<file path="src/pidv_integrator.sv">
module pidv_integrator #(
    parameter int SPEED_WIDTH = 24,
    parameter int SUM_WIDTH   = 40
) (
    input  logic                          aclk,
    input  logic                          aresetn,
    input  logic                          in_valid,
    output logic                          in_ready,
    input  logic signed [SPEED_WIDTH-1:0] measured,
    input  logic signed [SPEED_WIDTH-1:0] target,
    output logic                          out_valid,
    input  logic                          out_ready,
    output logic signed [SPEED_WIDTH:0]   err,
    output logic signed [SPEED_WIDTH+1:0] diff,
    output logic signed [SUM_WIDTH-1:0]   sum
);

    localparam int ERR_W  = SPEED_WIDTH + 1;
    localparam int DIFF_W = SPEED_WIDTH + 2;
    localparam int EXT_W  = ((SUM_WIDTH > ERR_W) ? SUM_WIDTH : ERR_W) + 1;

    logic                 load;
    logic                 out_valid_reg;
    logic [ERR_W-1:0]     err_next;
    logic [DIFF_W-1:0]    diff_next;
    logic [EXT_W-1:0]     sum_ext;
    logic                 sat_hi;
    logic                 sat_lo;
    logic [SUM_WIDTH-1:0] sum_next;
    logic [SUM_WIDTH-1:0] sum_reg;
    logic [ERR_W-1:0]     last_err_reg;
    logic [DIFF_W-1:0]    diff_reg;

    assign in_ready = !out_valid_reg || out_ready;
    assign load     = in_valid && in_ready;

    assign err_next  = {target[SPEED_WIDTH-1], target} - {measured[SPEED_WIDTH-1], measured};
    assign diff_next = {err_next[ERR_W-1], err_next} - {last_err_reg[ERR_W-1], last_err_reg};

    // The sum is widened by a guard bit so that overflow shows in the top bits.
    assign sum_ext = {{(EXT_W-SUM_WIDTH){sum_reg[SUM_WIDTH-1]}}, sum_reg}
                   + {{(EXT_W-ERR_W){err_next[ERR_W-1]}}, err_next};

    assign sat_hi = !sum_ext[EXT_W-1] && (sum_ext[EXT_W-2:SUM_WIDTH-1] != '0);
    assign sat_lo =  sum_ext[EXT_W-1] && (sum_ext[EXT_W-2:SUM_WIDTH-1] != '1);

    always_comb begin
        if (sat_hi) begin
            sum_next = {1'b0, {(SUM_WIDTH-1){1'b1}}};
        end else if (sat_lo) begin
            sum_next = {1'b1, {(SUM_WIDTH-1){1'b0}}};
        end else begin
            sum_next = sum_ext[SUM_WIDTH-1:0];
        end
    end

    // The integrator and previous-error state doubles as this stage's output,
    // since both are loaded at the same time as the stage.
    always_ff @(posedge aclk) begin
        if (!aresetn) begin
            out_valid_reg <= 1'b0;
            sum_reg       <= '0;
            last_err_reg  <= '0;
        end else begin
            if (in_ready) begin
                out_valid_reg <= in_valid;
            end
            if (load) begin
                sum_reg      <= sum_next;
                last_err_reg <= err_next;
            end
        end
    end

    always_ff @(posedge aclk) begin
        if (load) begin
            diff_reg <= diff_next;
        end
    end

    assign out_valid = out_valid_reg;
    assign err       = $signed(last_err_reg);
    assign diff      = $signed(diff_reg);
    assign sum       = $signed(sum_reg);

`ifndef SYNTHESIS
    // The controller state may only move when a beat enters the stage.
    a_state_holds: assert property (@(posedge aclk) disable iff (!aresetn)
        !load |=> ($stable(sum_reg) && $stable(last_err_reg)))
        else $error("integrator state changed without a new beat");

    // Adding a non-negative error to a non-negative sum must never wrap negative.
    a_no_wrap_pos: assert property (@(posedge aclk) disable iff (!aresetn)
        (load && !sum_reg[SUM_WIDTH-1] && !err_next[ERR_W-1]) |=> !sum_reg[SUM_WIDTH-1])
        else $error("integrator wrapped on positive overflow");
`endif

endmodule

</file>
<file path="config.mk">
export PLATFORM = sky130hd
export DESIGN_NAME = pidv_integrator
export DESIGN_NICKNAME = d
export VERILOG_FILES = /design/src/pidv_integrator.sv
export SDC_FILE = /design/constraint.sdc
export NUM_CORES = 1
export LEC_CHECK = 0
export ABC_AREA = 1
export BUFFER_PORTS_ARGS = -buffer_cell sky130_fd_sc_hd__buf_2
export CORE_MARGIN = 10
export CORE_UTILIZATION = 60
export CTS_CLUSTER_DIAMETER = 120
export DETAILED_ROUTE_END_ITERATION = 16
export PLACE_DENSITY = 0.94
export SLEW_MARGIN = 20
export SYNTH_ARGS = -nofsm -noshare
export SYNTH_HDL_FRONTEND = slang
export SYNTH_SLANG_ARGS = --single-unit
</file>
<file path="constraint.sdc">
create_clock -name aclk -period 10.8 [get_ports aclk]
set_input_delay 2.16 -clock aclk [delete_from_list [all_inputs] [get_ports aclk]]
set_output_delay 2.16 -clock aclk [all_outputs]
set_load 0.02 [all_outputs]
</file>
==> reports/metrics.cfg, run 1 <==
[outcome]
status=completed

[detailed_routing]
dr.pass1.iters=6
drtAntennaViolNets=0
viasPerCell=5.687
drc=0
dr.first_iter.drc_count=757
vias=9133
totalWireLength_um=27650
wl_per_cell_um=17.22

[floorplan]
core_mm2=0.01393
io_pins=145
std_cell_rows=43
fp.dieH_um=139.5
dieWidth_um=139.5
start_util=0.6147
die_area_mm2=0.01946

[cells_and_area]
nets=1567
syn_to_final_growth_pct=13.31
drive_gt1_frac=0.1297
final_util=0.6965
diodes=0
final_common_cell=nand2_1
fin_cells=1606
final_cell_mix=nand2_1 (291), inv_1 (185), a21oi_1 (171)
largest_register_ffs=40

[global_route]
antenna_found_initial=0
grt_pass1_vias=8450
grt.met2_usage=0.4281
grt_use_met3=0.03845
top_usage_layer=met2
overflow=0
grt_pass1_wl_um=43870
grtUsageMet1=0.3678
grt.total_usage=0.2710
grt_max_degree=69

[sta]
period_share=0.6274
max_freq_mhz=147.6
fin_worst_skew_ps=15.02
period_needed_ps=6776
hold_violations=0
setup-violations-final=0
tns_ps=0
rsz0062_at_grt=false
worst_slew_pin_slew_ps=1085
slew_headroom=0.2750
holdWs_ps=514.3
slew_violations=0

[power_and_ir_drop]
power_density_mw_per_mm2=234.3
p_leak_nw=5.110
peakVddDrop_mv=0.1260
total_power_w=0.002274

[worst_setup_path]
crit_arrival_ps=6980
cp-end-kind=flop
cp.required_ps=11000
critPathLaunchType=input pin
crit_type=in2reg
cp_max_fo=36

[logic_synthesis]
synth_seq_cells=92
synth-edff-count=26
synth_nets=1433
yosysUniqueCellTypes=39
ys_warn_count=0
async_flop_share=0
dominantRegCellSynth=dfxtp_1
synthCells=1287
ys_seq_area_frac=0.2454
syn_avg_cell_area_um2=6.656
syn_area_mm2=0.008566

[clock_tree]
ctsHoldBuffers=0
cts_made_buffers=9
ctsResizeCount=0
cts_tree=done
clockRootBuffer=clkbuf_16
clk_path_buf_depth=2
clk_latency_ps=360
htreeDepth=3
cts.sinks=92
cts.clk_slew.worst_paths_ps=70
cts_setup_buffers=0

[placement]
place_hpwl_um=22620
gp_congestion=1.059
place_inst=1590
portBuffers=144

[run]
max_cap_violations=0

[min_path]
hp-class=reg2reg

==> synth_stat cells, types with 4 or more instances <==
| cell type | n | area share |
|---|---|---|
| ha_1 | 91 | 0.13 |
| nand2_2 | 8 | 0.0058 |
| a21boi_0 | 4 | 0.0035 |
| o21bai_1 | 10 | 0.0088 |
| nor4_1 | 4 | 0.0029 |
| nor2_1 | 96 | 0.042 |
| nand2_1 | 291 | 0.13 |
| edfxtp_1 | 26 | 0.091 |
| xor2_1 | 50 | 0.051 |
| inv_1 | 186 | 0.082 |
| dfxtp_1 | 66 | 0.15 |
| o21a_1 | 4 | 0.0035 |
| o21ai_1 | 4 | 0.0023 |
| nand3_1 | 54 | 0.032 |
| o21ai_0 | 109 | 0.064 |
| a21oi_2 | 5 | 0.0051 |
| xnor2_1 | 21 | 0.021 |
| a31oi_1 | 5 | 0.0037 |
| nor3_1 | 14 | 0.0082 |
| clkbuf_1 | 16 | 0.0070 |
| nand4_1 | 12 | 0.0088 |
| a21oi_1 | 171 | 0.10 |
| nand3b_1 | 6 | 0.0053 |
| a21o_1 | 6 | 0.0053 |
| or2_2 | 4 | 0.0029 |
| buf_6 | 6 | 0.0079 |
==> final timing paths <==
kind | startpoint | end | slack [ps] | cells after the start
worst max register to register | sum[0] | sum[37] | 7570 | 15
worst min-delay path | out_valid | out_valid | 510 | 2
worst min register to register | out_valid | out_valid | 510 | 2
worst max-delay path | target[0] | sum[37] | 4020 | 23
==> stage by stage <==
step	instance area [µm²]	worst slack, ps
global route	9706	3584
CTS	9704	4137
global placement	9392	3863
detailed placement	9392	3763
finish	9706	4024
floorplan	8566	5232
==> where the power goes <==
part / internal (W) / total (W) / switching, W
sequential: 0.000461 / 0.000511 / 0.0000497
combinational: 0.000470 / 0.00142 / 0.000954
clock: 0.000177 / 0.000339 / 0.000163
total: 0.00111 / 0.00227 / 0.00117
==> kinds of logic after synthesis <==
logic type,after synthesis,synth area share
simple gates,498,0.2434
fa+ha+maj,94,0.1399
xor+xnor,71,0.07260
buf+inv,208,0.09641
flops,92,0.2454
compound gates,324,0.2023
==> layer usage <==
| layer | routed length [µm] | part of all wire |
|---|---|---|
| met5 | 0 | 0 |
| met4 | 743 | 0.027 |
| met3 | 2475 | 0.089 |
| met2 | 12240 | 0.44 |
| met1 | 12190 | 0.44 |
==> worst max-delay path: stages <==
cell     delay [ps]
buf_2            90
inv_1            50
ha_1            230
inv_1           120
fa_1            470
nand3_1         110
nand2_1         100
a21o_1          250
nand3_1          90
nand3_1          80
xor2_1          260
inv_1           370
ha_1            470
a21oi_1         230
nor2_1           60
nor2_1          260
a21oi_1         120
nor2_1          170
nand2_1          90
nand2_1          80
nand2_2          70
a21oi_4         850
a21oi_1         190
==> layout make-up <==
| cell class | count | area, µm² |
|---|---|---|
| fill | 1273 | 4229 |
| clock inverter | 6 | 62.56 |
| timing repair buffer | 145 | 728.2 |
| tap | 180 | 225.2 |
| clock buffer | 10 | 250.2 |
| sequential | 92 | 2102 |
| multi-input combinational | 987 | 5638 |
| inverter | 186 | 699.4 |
No activity file was read; power rests on OpenSTA's default activity.
==> inputs of run 2 (changes only) <==
- CORE_UTILIZATION: 60 -> 58
- PLACE_DENSITY: 0.94 -> 0.92
- clock period: 10.8 -> 6.5 ns (I/O delays scaled with it)
==> run 2 against run 1 <==
Net effect:
- setup slack got worse by 3000 ps
- global-route usage increased by 0.20 points
- non-clock buffer count increased by 2
- combinational power increased by 68%
- clock skew decreased by 1.6 ps
- largest power group unchanged
==> reports/metrics.cfg, run 2 (synthesis gave the netlist of run 1 again) <==
[cells_and_area]
nets=1569
regArea_mm2=0.002102
fillCellCount=1329
diodes=0
syn_to_final_growth_pct=13.32
drive_gt1_frac=0.1303
fin_cells=1612
final_util=0.6704
multiInputGateArea_mm2=0.005638
final_common_cell=nand2_1
largest_register_ffs=40
final_cell_mix=nand2_1 (291), inv_1 (185), a21oi_1 (171)

[clock_tree]
cts_made_buffers=9
cts.sinks=92
clockRootBuffer=clkbuf_16
cts.clk_slew.worst_paths_ps=70
htreeDepth=3
clk_latency_ps=370
ctsResizeCount=0
ctsHoldBuffers=0
cts_setup_buffers=0
clk_path_buf_depth=2
cts_tree=done

[placement]
place_hpwl_um=23110
portBuffers=144
gp_congestion=1.001
place_inst=1596

[detailed_routing]
top_layer=met4
dr.pass1.iters=6
viasPerCell=5.789
dr.first_iter.drc_count=740
vias=9332
totalWireLength_um=28460
met2_length_um=12980
wl_per_cell_um=17.66
drtAntennaViolNets=0
met1Wirelength_um=12150
drc=0
met3_length_um=2483

[sta]
fin_worst_skew_ps=13.45
rsz0062_at_grt=false
max_freq_mhz=182.5
period_needed_ps=5481
period_share=0.8432
holdWs_ps=504.7
setup-violations-final=0
slew_violations=0
tns_ps=0
hold_violations=0
slew_headroom=0.3472
worst_slew_pin_slew_ps=979.2

[worst_setup_path]
critPathLaunchType=input pin
crit_type=in2reg
cp-end-kind=flop
cp_max_fo=36
cp.required_ps=6720
crit_arrival_ps=5700

[floorplan]
core_mm2=0.01448
dieWidth_um=141.5
io_pins=145
die_area_mm2=0.02003
std_cell_rows=44
start_util=0.5916
fp.dieH_um=141.5

[min_path]
hp-class=reg2reg

[global_route]
grt_max_degree=69
overflow=0
grt_pass1_wl_um=45040
grt_pass1_vias=8941
grt.total_usage=0.2730
antenna_found_initial=0

[power_and_ir_drop]
total_power_w=0.003775
p_leak_nw=5.108
peakVddDrop_mv=0.2122
power_density_mw_per_mm2=388.9

[outcome]
status=completed

[run]
max_cap_violations=0

==> run 2: final timing paths <==
path	end	from	cells past startpoint	slack [ps]
max reg2reg	sum[26]	sum[0]	14	3410
min	sum[0]	sum[0]	2	500
max	sum[8]	target[0]	24	1020
min reg2reg	sum[0]	sum[0]	2	500
==> run 2: layout make-up <==
class	count	area share
well taps	184	0.02372
flip-flops and latches	92	0.2166
multi-input cells	987	0.5808
clock inverters	5	0.004125
inverters	186	0.07205
repair buffers	147	0.07657
clock buffers	11	0.02617
==> run 2: critical path, stage by stage <==
cell and delay (ps):
buf_2 100, inv_1 50, ha_1 200, inv_1 120
fa_1 470, nand3_1 100, nand2_1 100, a21o_1 250
nand3_1 90, nand3_1 80, xor2_1 180, inv_1 540
ha_1 420, a21oi_1 210, nor2_1 60, nor3_1 170
nand2_1 90, a21oi_1 210, nand2_1 100, nand2_1 80
nand2_2 80, a21oi_4 140, buf_4 410, a21oi_1 140
==> run 2: power by group <==
part / internal, W / switching [W] / total [W] / leakage [nW]
Clock: 0.000287 / 0.000252 / 0.000539 / 0.142
Sequential: 0.000766 / 0.0000879 / 0.000854 / 0.801
Combinational: 0.000784 / 0.00160 / 0.00238 / 4.17
Total: 0.00184 / 0.00194 / 0.00377 / 5.11
==> run 2: routing by layer <==
layer  up-vias  global-route usage
li1       4536                   -
met1      4338              0.3538
met2       404              0.4412
met3        54             0.04773
met4         0              0.1054
met5         -                   0
==> run 2: stage by stage <==
| stage | setup slack [ps] | instance area [µm²] |
|---|---|---|
| floorplan | 1792 | 8566 |
| global placement | 725.8 | 9412 |
| detailed placement | 706.3 | 9412 |
| CTS | 1058 | 9706 |
| global route | 666.6 | 9707 |
| finish | 1019 | 9707 |
