--- config.mk ---
export PLATFORM = sky130hd
export DESIGN_NAME = pidv_result
export DESIGN_NICKNAME = d
export VERILOG_FILES = /design/src/pidv_pkg.sv /design/src/pidv_result.sv
export SDC_FILE = /design/constraint.sdc
export NUM_CORES = 1
export LEC_CHECK = 0
export BUFFER_PORTS_ARGS = -buffer_cell sky130_fd_sc_hd__buf_4
export CORE_UTILIZATION = 44
export CTS_CLUSTER_DIAMETER = 120
export DETAILED_ROUTE_END_ITERATION = 7
export GPL_TIMING_DRIVEN = 0
export PLACE_DENSITY = 0.67
export SYNTH_ARGS = -nofsm -noshare
export SYNTH_HDL_FRONTEND = slang
export SYNTH_SLANG_ARGS = --single-unit
--- constraint.sdc ---
create_clock -name aclk -period 4.3 [get_ports aclk]
set_input_delay 0.43 -clock aclk [delete_from_list [all_inputs] [get_ports aclk]]
set_output_delay 0.43 -clock aclk [all_outputs]
set_load 0.02 [all_outputs]
--- src/pidv_pkg.sv ---
package pidv_pkg;

    // Gains are unsigned Q16.16.
    localparam int GAIN_W = 32;

    // The configuration data bus is as wide as the widest register (the gains).
    localparam int CFG_DATA_W = 32;

    // Duty is a 0.16 fraction of the Q.28 control value.
    localparam int DUTY_W     = 16;
    localparam int FRAC_SHIFT = 12;
    localparam int CLIP_BIT   = FRAC_SHIFT + DUTY_W;

    // Register map of the configuration port.
    typedef logic [1:0] reg_index_t;

    localparam reg_index_t REG_PROP_GAIN   = 2'd0;
    localparam reg_index_t REG_INTEG_GAIN  = 2'd1;
    localparam reg_index_t REG_DERIV_GAIN  = 2'd2;
    localparam reg_index_t REG_TARGET      = 2'd3;

    // Reset values of the gains: 0.1, 0.001 and 0.1 in Q16.16.
    localparam logic [GAIN_W-1:0] PROP_GAIN_RESET  = 32'd6554;
    localparam logic [GAIN_W-1:0] INTEG_GAIN_RESET = 32'd66;
    localparam logic [GAIN_W-1:0] DERIV_GAIN_RESET = 32'd6554;

    typedef struct packed {
        logic [GAIN_W-1:0] prop;
        logic [GAIN_W-1:0] integ;
        logic [GAIN_W-1:0] deriv;
    } gains_t;

endpackage

--- src/pidv_result.sv ---
module pidv_result #(
    parameter int SPEED_WIDTH = 24,
    parameter int SUM_WIDTH   = 40
) (
    input  logic                          aclk,
    input  logic                          aresetn,
    input  logic                          in_valid,
    output logic                          in_ready,
    input  logic signed [pidv_pkg::GAIN_W+SPEED_WIDTH+1:0]           prop_prod,
    input  logic signed [pidv_pkg::GAIN_W+SPEED_WIDTH+2:0]           deriv_prod,
    input  logic signed [pidv_pkg::GAIN_W+SUM_WIDTH-SUM_WIDTH/2:0]   integ_hi_prod,
    input  logic        [pidv_pkg::GAIN_W+SUM_WIDTH/2-1:0]           integ_lo_prod,
    output logic                          out_valid,
    input  logic                          out_ready,
    output logic                          direction,
    output logic [pidv_pkg::DUTY_W-1:0]   duty
);
    import pidv_pkg::*;

    localparam int LO_W  = SUM_WIDTH / 2;
    localparam int HI_W  = SUM_WIDTH - LO_W;
    localparam int PP_W  = GAIN_W + SPEED_WIDTH + 2;
    localparam int DP_W  = GAIN_W + SPEED_WIDTH + 3;
    localparam int HP_W  = GAIN_W + HI_W + 1;
    localparam int LP_W  = GAIN_W + LO_W;
    localparam int IP_W  = GAIN_W + SUM_WIDTH + 1;
    localparam int CTL_W = ((DP_W > IP_W) ? DP_W : IP_W) + 2;

    logic              ctl_load;
    logic              ctl_ready;
    logic              ctl_valid_reg;
    logic [CTL_W-1:0]  ctl_next;
    logic [CTL_W-1:0]  ctl_reg;
    logic              out_load;
    logic              out_valid_reg;
    logic [CTL_W-1:0]  mag;
    logic              clip;
    logic              dir_next;
    logic [DUTY_W-1:0] duty_next;
    logic              dir_reg;
    logic [DUTY_W-1:0] duty_reg;

    // Adder stage: the Q.28 control value, exact.
    assign in_ready = !ctl_valid_reg || ctl_ready;
    assign ctl_load = in_valid && in_ready;

    assign ctl_next = {{(CTL_W-PP_W){prop_prod[PP_W-1]}}, prop_prod}
                    + {{(CTL_W-DP_W){deriv_prod[DP_W-1]}}, deriv_prod}
                    + {{(CTL_W-HP_W-LO_W){integ_hi_prod[HP_W-1]}}, integ_hi_prod,
                       {LO_W{1'b0}}}
                    + {{(CTL_W-LP_W){1'b0}}, integ_lo_prod};

    // Output stage: sign, magnitude and clipping at full scale.
    assign ctl_ready = !out_valid_reg || out_ready;
    assign out_load  = ctl_valid_reg && ctl_ready;

    assign mag       = ctl_reg[CTL_W-1] ? (CTL_W'(0) - ctl_reg) : ctl_reg;
    assign clip      = (mag[CTL_W-1:CLIP_BIT] != '0);
    assign dir_next  = !ctl_reg[CTL_W-1] && (ctl_reg != '0);
    assign duty_next = clip ? {DUTY_W{1'b1}} : mag[CLIP_BIT-1:FRAC_SHIFT];

    always_ff @(posedge aclk) begin
        if (!aresetn) begin
            ctl_valid_reg <= 1'b0;
            out_valid_reg <= 1'b0;
        end else begin
            if (in_ready) begin
                ctl_valid_reg <= in_valid;
            end
            if (ctl_ready) begin
                out_valid_reg <= ctl_valid_reg;
            end
        end
    end

    always_ff @(posedge aclk) begin
        if (ctl_load) begin
            ctl_reg <= ctl_next;
        end
        if (out_load) begin
            dir_reg  <= dir_next;
            duty_reg <= duty_next;
        end
    end

    assign out_valid = out_valid_reg;
    assign direction = dir_reg;
    assign duty      = duty_reg;

`ifndef SYNTHESIS
    // A positive control value of 1.0 or more must come out at full scale.
    a_clip_pos: assert property (@(posedge aclk) disable iff (!aresetn)
        (out_load && !ctl_reg[CTL_W-1] && (ctl_reg[CTL_W-1:CLIP_BIT] != '0))
        |=> (dir_reg && (duty_reg == {DUTY_W{1'b1}})))
        else $error("positive control above full scale not clipped");
`endif

endmodule

==> results.toml, run 1 <==
[status]
status = "finished, final reports clean"

[synth]
syn_avg_cell_area_um2 = 8.456
async_flop_share_pct = 0
netlist_area_um2 = 12900
synth_edf_count = 92
ys_seq_area_share_pct = 21.73
synth.distinct_cells = 80
ys.warnings.count = 0
postSynthCellCount = 1525
syn-num-nets = 1970
synth-main-ff-cell = "edfxtp_1"
yosysTopAreaCell = "edfxtp_1"
ys_ff_latch = 94
synth_top_area_share_pct = 21.42
synthTopCellsByArea = "edfxtp_1, fa_1, ha_1"

[setup_path]
start_kind = "flip-flop"
path_buf_inv = 2
endpoint_kind = "flip-flop"
crit_chain = "or4_1, nor4_4, and2_0, o221ai_1, o21ai_0, nand4_1, a2111oi_4, nand4_1, nor4_4, buf_4, buf_4, nand2_1"
path_delay_family = "simple AND/OR/NAND/NOR gates"
cp.depth = 12
reg2reg_depth = 12
r2r_end = "duty[14]"
startpoint = "ctl_reg[38]"
slowest_stage = "or4_1"
cp_data_required_time_ps = 4400
critPathArrivalTime_ps = 4390
slowest_delay_ps = 750
worstSetupPathType = "flip-flop to flip-flop"
crit_path_max_fanout = 6
reg2reg_from = "ctl_reg[38]"
crit_path_end = "duty[14]"
reg2reg_slack_ps = 7

[drt]
avgViaCountPerCell = 5.272
via_count = 11530
top_layer_used = "met4"
routedWlPerCell_um = 15.24
met2WireLength_um = 15200
final_antenna_net_count = 0
drt_iter0_markers = 626
dr.pass1.iters = 5
drt-met1-wl_um = 15800
wl_met3_um = 1768
drc = 0
drt-total-wl_um = 33320

[pwr]
p_per_area_nw_per_um2 = 423.3
leakage_nw = 7.713
max-vdd-ir-drop_uv = 191.6

[clocking]
clock_latency_ps = 350
htreeDepth = 3
cts_tree = "done"
cts-hold-fix-buffers = 0
clock-root-buffer = "clkbuf_16"
cts.sinks = 94
clk_pin_slew_ps = 60
cts_buffer_depth = 2
cts_buffers = 9

[layout]
layout_common_cells = "inv_1, buf_4, fa_1, nand2_1, ha_1"
drive_gt1_share_pct = 21.24
final_nets = 2243
nFillCells = 2682
final_util_pct = 55.97
final_common_cell = "inv_1"
num_antenna_cells = 0
largest_reg_flops = 75
areaGrowthSynthToFinish_pct = 24.91

[placement]
gp_congestion = 0.8579
dp_hpwl_um = 27630
numPortBuffers = 244
dp_slack_ps = -1175

[sta]
max_freq_mhz = 232.9
hold_viol = 0
setup_tns_ps = 0
timing.slew.headroom_pct = 32.79
period_share_pct = 99.85
finalSetupViolations = 0
setup_slack_ps = 6.618
clock_skew_ps = 7.834
finalCriticalPeriod_ps = 4293
tightest_slew_ps = 1008
slew_violations = 0

[floorplanning]
die_h_um = 173.2
row_count = 62
dieArea_um2 = 30000
ios = 245
initial_utilization_pct = 44.81
die_x_um = 173.2
core_area_um2 = 28780

[global_route]
antenna_found_initial = 0
grt.total_usage_pct = 22.39
grt_first_pass_wirelength_um = 54810
grt_max_degree = 76
grt_overflow_total = 0
grt_pass1_vias = 11310

[hold_path]
hp-class = "input pin to flip-flop"

[flow_run]
drv_cap = 0
## synth_stat cells (4+ instances only)
cell type and number:
xnor2_1 47, a41oi_1 5, a21boi_0 4, a31o_2 5, nand2_2 10, nand3_1 25, nor2b_1 19, a21o_1 31
nand4_1 30, nand2b_1 18, o211ai_1 5, and2_1 5, nor4_1 26, nor3_1 27, edfxtp_1 92, a21oi_1 102
inv_1 348, o22ai_1 4, nand2_1 102, o21a_1 13, a31oi_1 14, or3_1 10, nor3b_1 4, nor2_1 78
ha_1 113, clkbuf_1 40, o21ai_0 56, o21bai_1 16, or4_1 10, o41ai_1 5, a211oi_1 8, and3_1 14
xor2_1 38, o2111ai_1 6, o221ai_1 4, fa_1 106, o31ai_1 14
## what timing repair did
action | in CTS | in global routing
resized for setup | 23 | 68
setup buffers | 8 | 17
cloned | 0 | 1
pin swaps | 6 | 25
endpoints found under the setup margin | 38 | 34
## cells by family (layout without fill, tap and decap cells)
family	count (synthesis)	in the layout	share of synthesized area (%)
DFF	94	94	21.73
and+or+nand+nor	405	405	16.61
muxes	3	3	0.2619
AOI/OAI and AO/OA	328	328	16.75
buffers and inverters	391	669	11.46
xor gates and xnor gates	85	85	5.773
adders and majority gates	219	219	27.42
## through the flow
step | power (mW) | hold slack [ps] | instance area [um2] | instances
6_report | 6.819 | 292.5 | 16110 | 2187
5_1_grt | 7.371 | 299.2 | 16110 | 2187
4_1_cts | 6.572 | 278.8 | 15690 | 2176
3_5_place_dp | 5.662 | 503.3 | 15210 | 2153
3_3_place_gp | 5.633 | 488.7 | 15210 | 2153
2_1_floorplan | 4.529 | 476.8 | 12900 | 1525
## how the worst min path moves through the flow
stage	endpoint	cells after the start	start	slack, ps
after global routing	out_valid	2	aresetn	300
after floorplan	out_valid	1	ctl_valid_reg	480
after CTS	out_valid	2	aresetn	280
after global placement	out_valid	1	ctl_valid_reg	490
after detailed placement	out_valid	1	ctl_valid_reg	500
final	out_valid	2	aresetn	290
## cell type report
class | count | area (um2) | area share [%]
inverter | 348 | 1306 | 8.109
sequential | 94 | 2803 | 17.40
clock buffer | 12 | 236.5 | 1.468
clock inverter | 4 | 47.55 | 0.2952
buffer | 35 | 147.6 | 0.9166
tap | 384 | 480.5 | 2.983
multi-input combinational | 1040 | 9056 | 56.22
timing repair buffer | 270 | 2031 | 12.61
## report_power, final
group,switching (mW),internal [mW]
logic,2.34,1.73
clock network,0.329,0.449
registers,0.475,1.49
## per-layer routing
layer  global-route usage (%)  vias up
li1                         -     5718
met1                    31.74     5428
met2                    36.19      345
met3                    2.792       39
met4                    5.568        0
met5                        0        -
Note: power is estimated with default switching activity, not from simulation.
==> run 2: changes to the inputs <==
--- a/config.mk
+++ b/config.mk
@@ -10,6 +10,7 @@
 export CTS_CLUSTER_DIAMETER = 120
 export DETAILED_ROUTE_END_ITERATION = 7
 export GPL_TIMING_DRIVEN = 0
+export MAX_ROUTING_LAYER = met4
 export PLACE_DENSITY = 0.67
 export SYNTH_ARGS = -nofsm -noshare
 export SYNTH_HDL_FRONTEND = slang
==> results.toml, run 2 (same netlist as run 1, synthesis figures left out) <==
[clocking]
clock-root-buffer = "clkbuf_16"
cts_buffers = 9
htreeDepth = 3
cts_tree = "done"
clock_latency_ps = 350
cts.sinks = 94
clk_pin_slew_ps = 70
cts_buffer_depth = 2

[sta]
clock_skew_ps = 6.045
setup_slack_ps = 107.4
tightest_slew_ps = 1075
max_freq_mhz = 238.5
hold_viol = 0
setup_tns_ps = 0
period_share_pct = 97.50
timing.slew.headroom_pct = 27.71
slew_violations = 0
finalSetupViolations = 0
finalCriticalPeriod_ps = 4193
fin_hold_ws_ps = 288.7

[layout]
nFillCells = 2659
layout_common_cells = "inv_1, buf_4, fa_1, ha_1, nand2_1"
fin_cells = 2198
final_nets = 2254
final_util_pct = 56.12
num_antenna_cells = 0
largest_reg_flops = 75
final_area_um2 = 16150
final_common_cell = "inv_1"
areaGrowthSynthToFinish_pct = 25.24
drive_gt1_share_pct = 21.44

[global_route]
grt_overflow_total = 0
antenna_found_initial = 0
grt_pass1_vias = 11310
grt.total_usage_pct = 23.27
grt_max_degree = 43
grt_first_pass_wirelength_um = 55230

[drt]
dr.pass1.iters = 5
via_count = 11670
drt_iter0_markers = 659
drc = 0
final_antenna_net_count = 0
routedWlPerCell_um = 15.34
avgViaCountPerCell = 5.308
drt-total-wl_um = 33710

[pwr]
leakage_nw = 7.760
combPwrFrac_pct = 61.0
switching_share_pct = 46.54
finalPower_mw = 6.860
p_per_area_nw_per_um2 = 424.7
power_frac_seq_pct = 28.4
p_clk_share_pct = 10.7
p_int_mw = 3.667
switchingPower_mw = 3.193
max-vdd-ir-drop_uv = 191.8

[placement]
placed_area_um2 = 15230
place_inst = 2154
gp_congestion = 0.8805
numPortBuffers = 244
dp_hpwl_um = 27930
dp_slack_ps = -1116

[floorplanning]
ios = 245
row_count = 62
dieArea_um2 = 30000
core_area_um2 = 28780
die_h_um = 173.2
die_x_um = 173.2
initial_utilization_pct = 44.81

[setup_path]
worstSetupPathType = "input pin to flip-flop"
start_kind = "input pin"
cp_data_required_time_ps = 4440
crit_path_max_fanout = 5
critPathArrivalTime_ps = 4340
endpoint_kind = "flip-flop"

[status]
status = "finished, final reports clean"

[flow_run]
drv_cap = 0

[hold_path]
hp-class = "input pin to flip-flop"
-- run 2: cell types whose count changed in the layout (fill, tap and decap cells not counted), sizes merged --
cell / change
bufinv: -1
inv: +1
buf: +10
clkinvlp: +3
clkinv: -2
-- run 2: metal layers --
layer	share of wire [%]	vias up	wire length [um]	global-route usage [%]
li1	-	5745	-	-
met1	47	5517	15880	32.12
met2	46	366	15420	36.53
met3	5.4	40	1825	2.551
met4	1.7	0	587	5.752
met5	0	-	0	-
-- run 2: path summary, 6_finish.rpt --
path	from	end	slack [ps]	cells past startpoint
setup / recovery	prop_prod[8]	ctl_reg[67]	110	17
hold / removal	aresetn	out_valid	290	2
setup reg to reg	ctl_reg[28]	duty[14]	140	12
hold reg to reg	ctl_valid_reg	out_valid	510	1
-- run 2: worst max-delay path: stages --
cell	delay [ps]
buf_4	80
inv_1	40
fa_1	520
inv_1	40
ha_1	320
ha_4	270
a21oi_1	200
o21ai_2	100
a2111o_1	450
o2111a_2	320
o21ai_4	200
o41ai_4	110
buf_4	190
a31o_4	260
a31o_2	270
a2111o_1	410
o311ai_0	110
-- run 2: repair_timing --
item	CTS	global route
cloned	0	0
pin swaps	8	21
setup endpoints to repair	38	35
gates resized for setup	28	56
buffers inserted	7	28
hold buffers	0	0
-- run 2: cell type report --
type | instances | area, um2 | area share (%)
plain buffers | 36 | 146.4 | 0.9063
clock buffers | 11 | 232.7 | 1.441
clock inverters | 5 | 35.03 | 0.2169
inverters | 348 | 1306 | 8.087
multi-input cells | 1040 | 9034 | 55.93
flip-flops and latches | 94 | 2803 | 17.35
well taps | 384 | 480.5 | 2.975
repair buffers | 280 | 2115 | 13.09
-- run 2: power groups by stage --
stage               combinational, mW  sequential, mW  clock [mW]
floorplan                        2.77            1.76           0
global placement                 3.66            1.98           0
detailed placement               3.71            1.97           0
CTS                              3.86            1.93       0.748
global route                     4.65            1.98       0.783
finish                           4.18            1.95       0.731
==> run 3: changes to the inputs <==
--- a/config.mk
+++ b/config.mk
@@ -12,6 +12,7 @@
 export GPL_TIMING_DRIVEN = 0
 export MAX_ROUTING_LAYER = met4
 export PLACE_DENSITY = 0.67
+export RECOVER_POWER = 50
 export SYNTH_ARGS = -nofsm -noshare
 export SYNTH_HDL_FRONTEND = slang
 export SYNTH_SLANG_ARGS = --single-unit
==> results.toml, run 3 (same netlist as run 1, synthesis figures left out) <==
[status]
status = "finished with violations"
violations = "max-capacitance violations, max-slew violations"

[setup_path]
cp_data_required_time_ps = 4440
critPathArrivalTime_ps = 4340
start_kind = "input pin"
endpoint_kind = "flip-flop"
worstSetupPathType = "input pin to flip-flop"
crit_path_max_fanout = 5

[global_route]
antenna_found_initial = 0
grt_overflow_total = 0
grt_max_degree = 43
grt_pass1_vias = 11310
grt.total_usage_pct = 23.27
grt_first_pass_wirelength_um = 55230

[pwr]
power_frac_seq_pct = 28.4
combPwrFrac_pct = 60.9
switching_share_pct = 46.56
p_int_mw = 3.665
p_clk_share_pct = 10.7
leakage_nw = 7.692
switchingPower_mw = 3.193
max-vdd-ir-drop_uv = 191.7
p_per_area_nw_per_um2 = 427.0

[placement]
dp_slack_ps = -1116
placed_area_um2 = 15230
dp_hpwl_um = 27930
gp_congestion = 0.8805
numPortBuffers = 244
place_inst = 2154

[sta]
timing.slew.headroom_pct = -42.34
tightest_slew_ps = 2134
period_share_pct = 97.61
clock_skew_ps = 4.787
max_freq_mhz = 238.3
finalSetupViolations = 0
hold_viol = 0
fin_hold_ws_ps = 288.3
slew_violations = 35
setup_slack_ps = 102.7
finalCriticalPeriod_ps = 4197

[clocking]
cts_buffers = 9
cts_tree = "done"
clk_pin_slew_ps = 70
cts.sinks = 94
clock-root-buffer = "clkbuf_16"
cts_buffer_depth = 2
htreeDepth = 3
clock_latency_ps = 350

[floorplanning]
core_area_um2 = 28780
die_h_um = 173.2
row_count = 62
ios = 245
die_x_um = 173.2
initial_utilization_pct = 44.81
dieArea_um2 = 30000

[layout]
largest_reg_flops = 75
areaGrowthSynthToFinish_pct = 24.54
final_area_um2 = 16060
final_util_pct = 55.80
fin_cells = 2198
final_nets = 2254
layout_common_cells = "inv_1, buf_4, fa_1, ha_1, nand2_1"
num_antenna_cells = 0
final_common_cell = "inv_1"
drive_gt1_share_pct = 20.29

[drt]
drt-total-wl_um = 33700
via_count = 11680
drt_iter0_markers = 649
avgViaCountPerCell = 5.313
drc = 0
dr.pass1.iters = 5
routedWlPerCell_um = 15.33
final_antenna_net_count = 0

[flow_run]
drv_cap = 1

[hold_path]
hp-class = "input pin to flip-flop"
-- run 3: cell type report --
type | count | area (um2)
Clock buffer | 11 | 232.7
Inverter | 348 | 1306
Sequential cell | 94 | 2803
Buffer | 36 | 146.4
Timing Repair Buffer | 280 | 2028
Clock inverter | 5 | 35.03
Tap cell | 384 | 480.5
Fill cell | 2686 | 12720
Multi-Input combinational cell | 1040 | 9029
-- run 3: power by group through the flow --
stage	clock, mW	sequential, mW	combinational (mW)
floorplan	0	1.76	2.77
global placement	0	1.98	3.66
detailed placement	0	1.97	3.71
CTS	0.748	1.93	3.86
global route	0.783	1.99	4.64
finish	0.731	1.95	4.18
-- run 3: worst max-delay path, cell delays in order --
cell	delay [ps]
buf_4	80
inv_1	40
fa_1	520
inv_1	40
ha_1	320
ha_4	270
a21oi_1	200
o21ai_2	100
a2111o_1	450
o2111a_2	320
o21ai_4	200
o41ai_4	110
buf_4	190
a31o_4	260
a31o_2	270
a2111o_1	410
o311ai_0	110
-- run 3: per-layer routing --
metal	GRT usage, %	vias up	wire length, um	share of wire (%)
met5	-	-	0	0
met1	32.12	5541	16050	48
met4	5.752	0	592	1.8
li1	-	5745	-	-
met3	2.551	42	1656	4.9
met2	36.53	351	15400	46
-- run 3: final timing paths --
path	start	endpoint	slack, ps	depth (start not counted)
hold reg to reg	ctl_valid_reg	out_valid	510	1
setup reg to reg	ctl_reg[28]	duty[14]	130	12
hold / removal	aresetn	out_valid	290	2
setup / recovery	prop_prod[8]	ctl_reg[67]	100	17
-- run 3: repair_timing --
action | 4_1_cts | 5_1_grt
pin swaps | 8 | 21
gates resized for setup | 28 | 56
endpoints found under the setup margin | 38 | 35
hold buffers | 0 | 0
cloned | 0 | 0
setup buffers | 7 | 28
-- run 3: through the flow --
stage,total power [mW],TNS [ps]
6_report,6.858,0
5_1_grt,7.409,-37.79
4_1_cts,6.535,0
3_5_place_dp,5.671,-29660
3_3_place_gp,5.638,-31510
2_1_floorplan,4.529,0
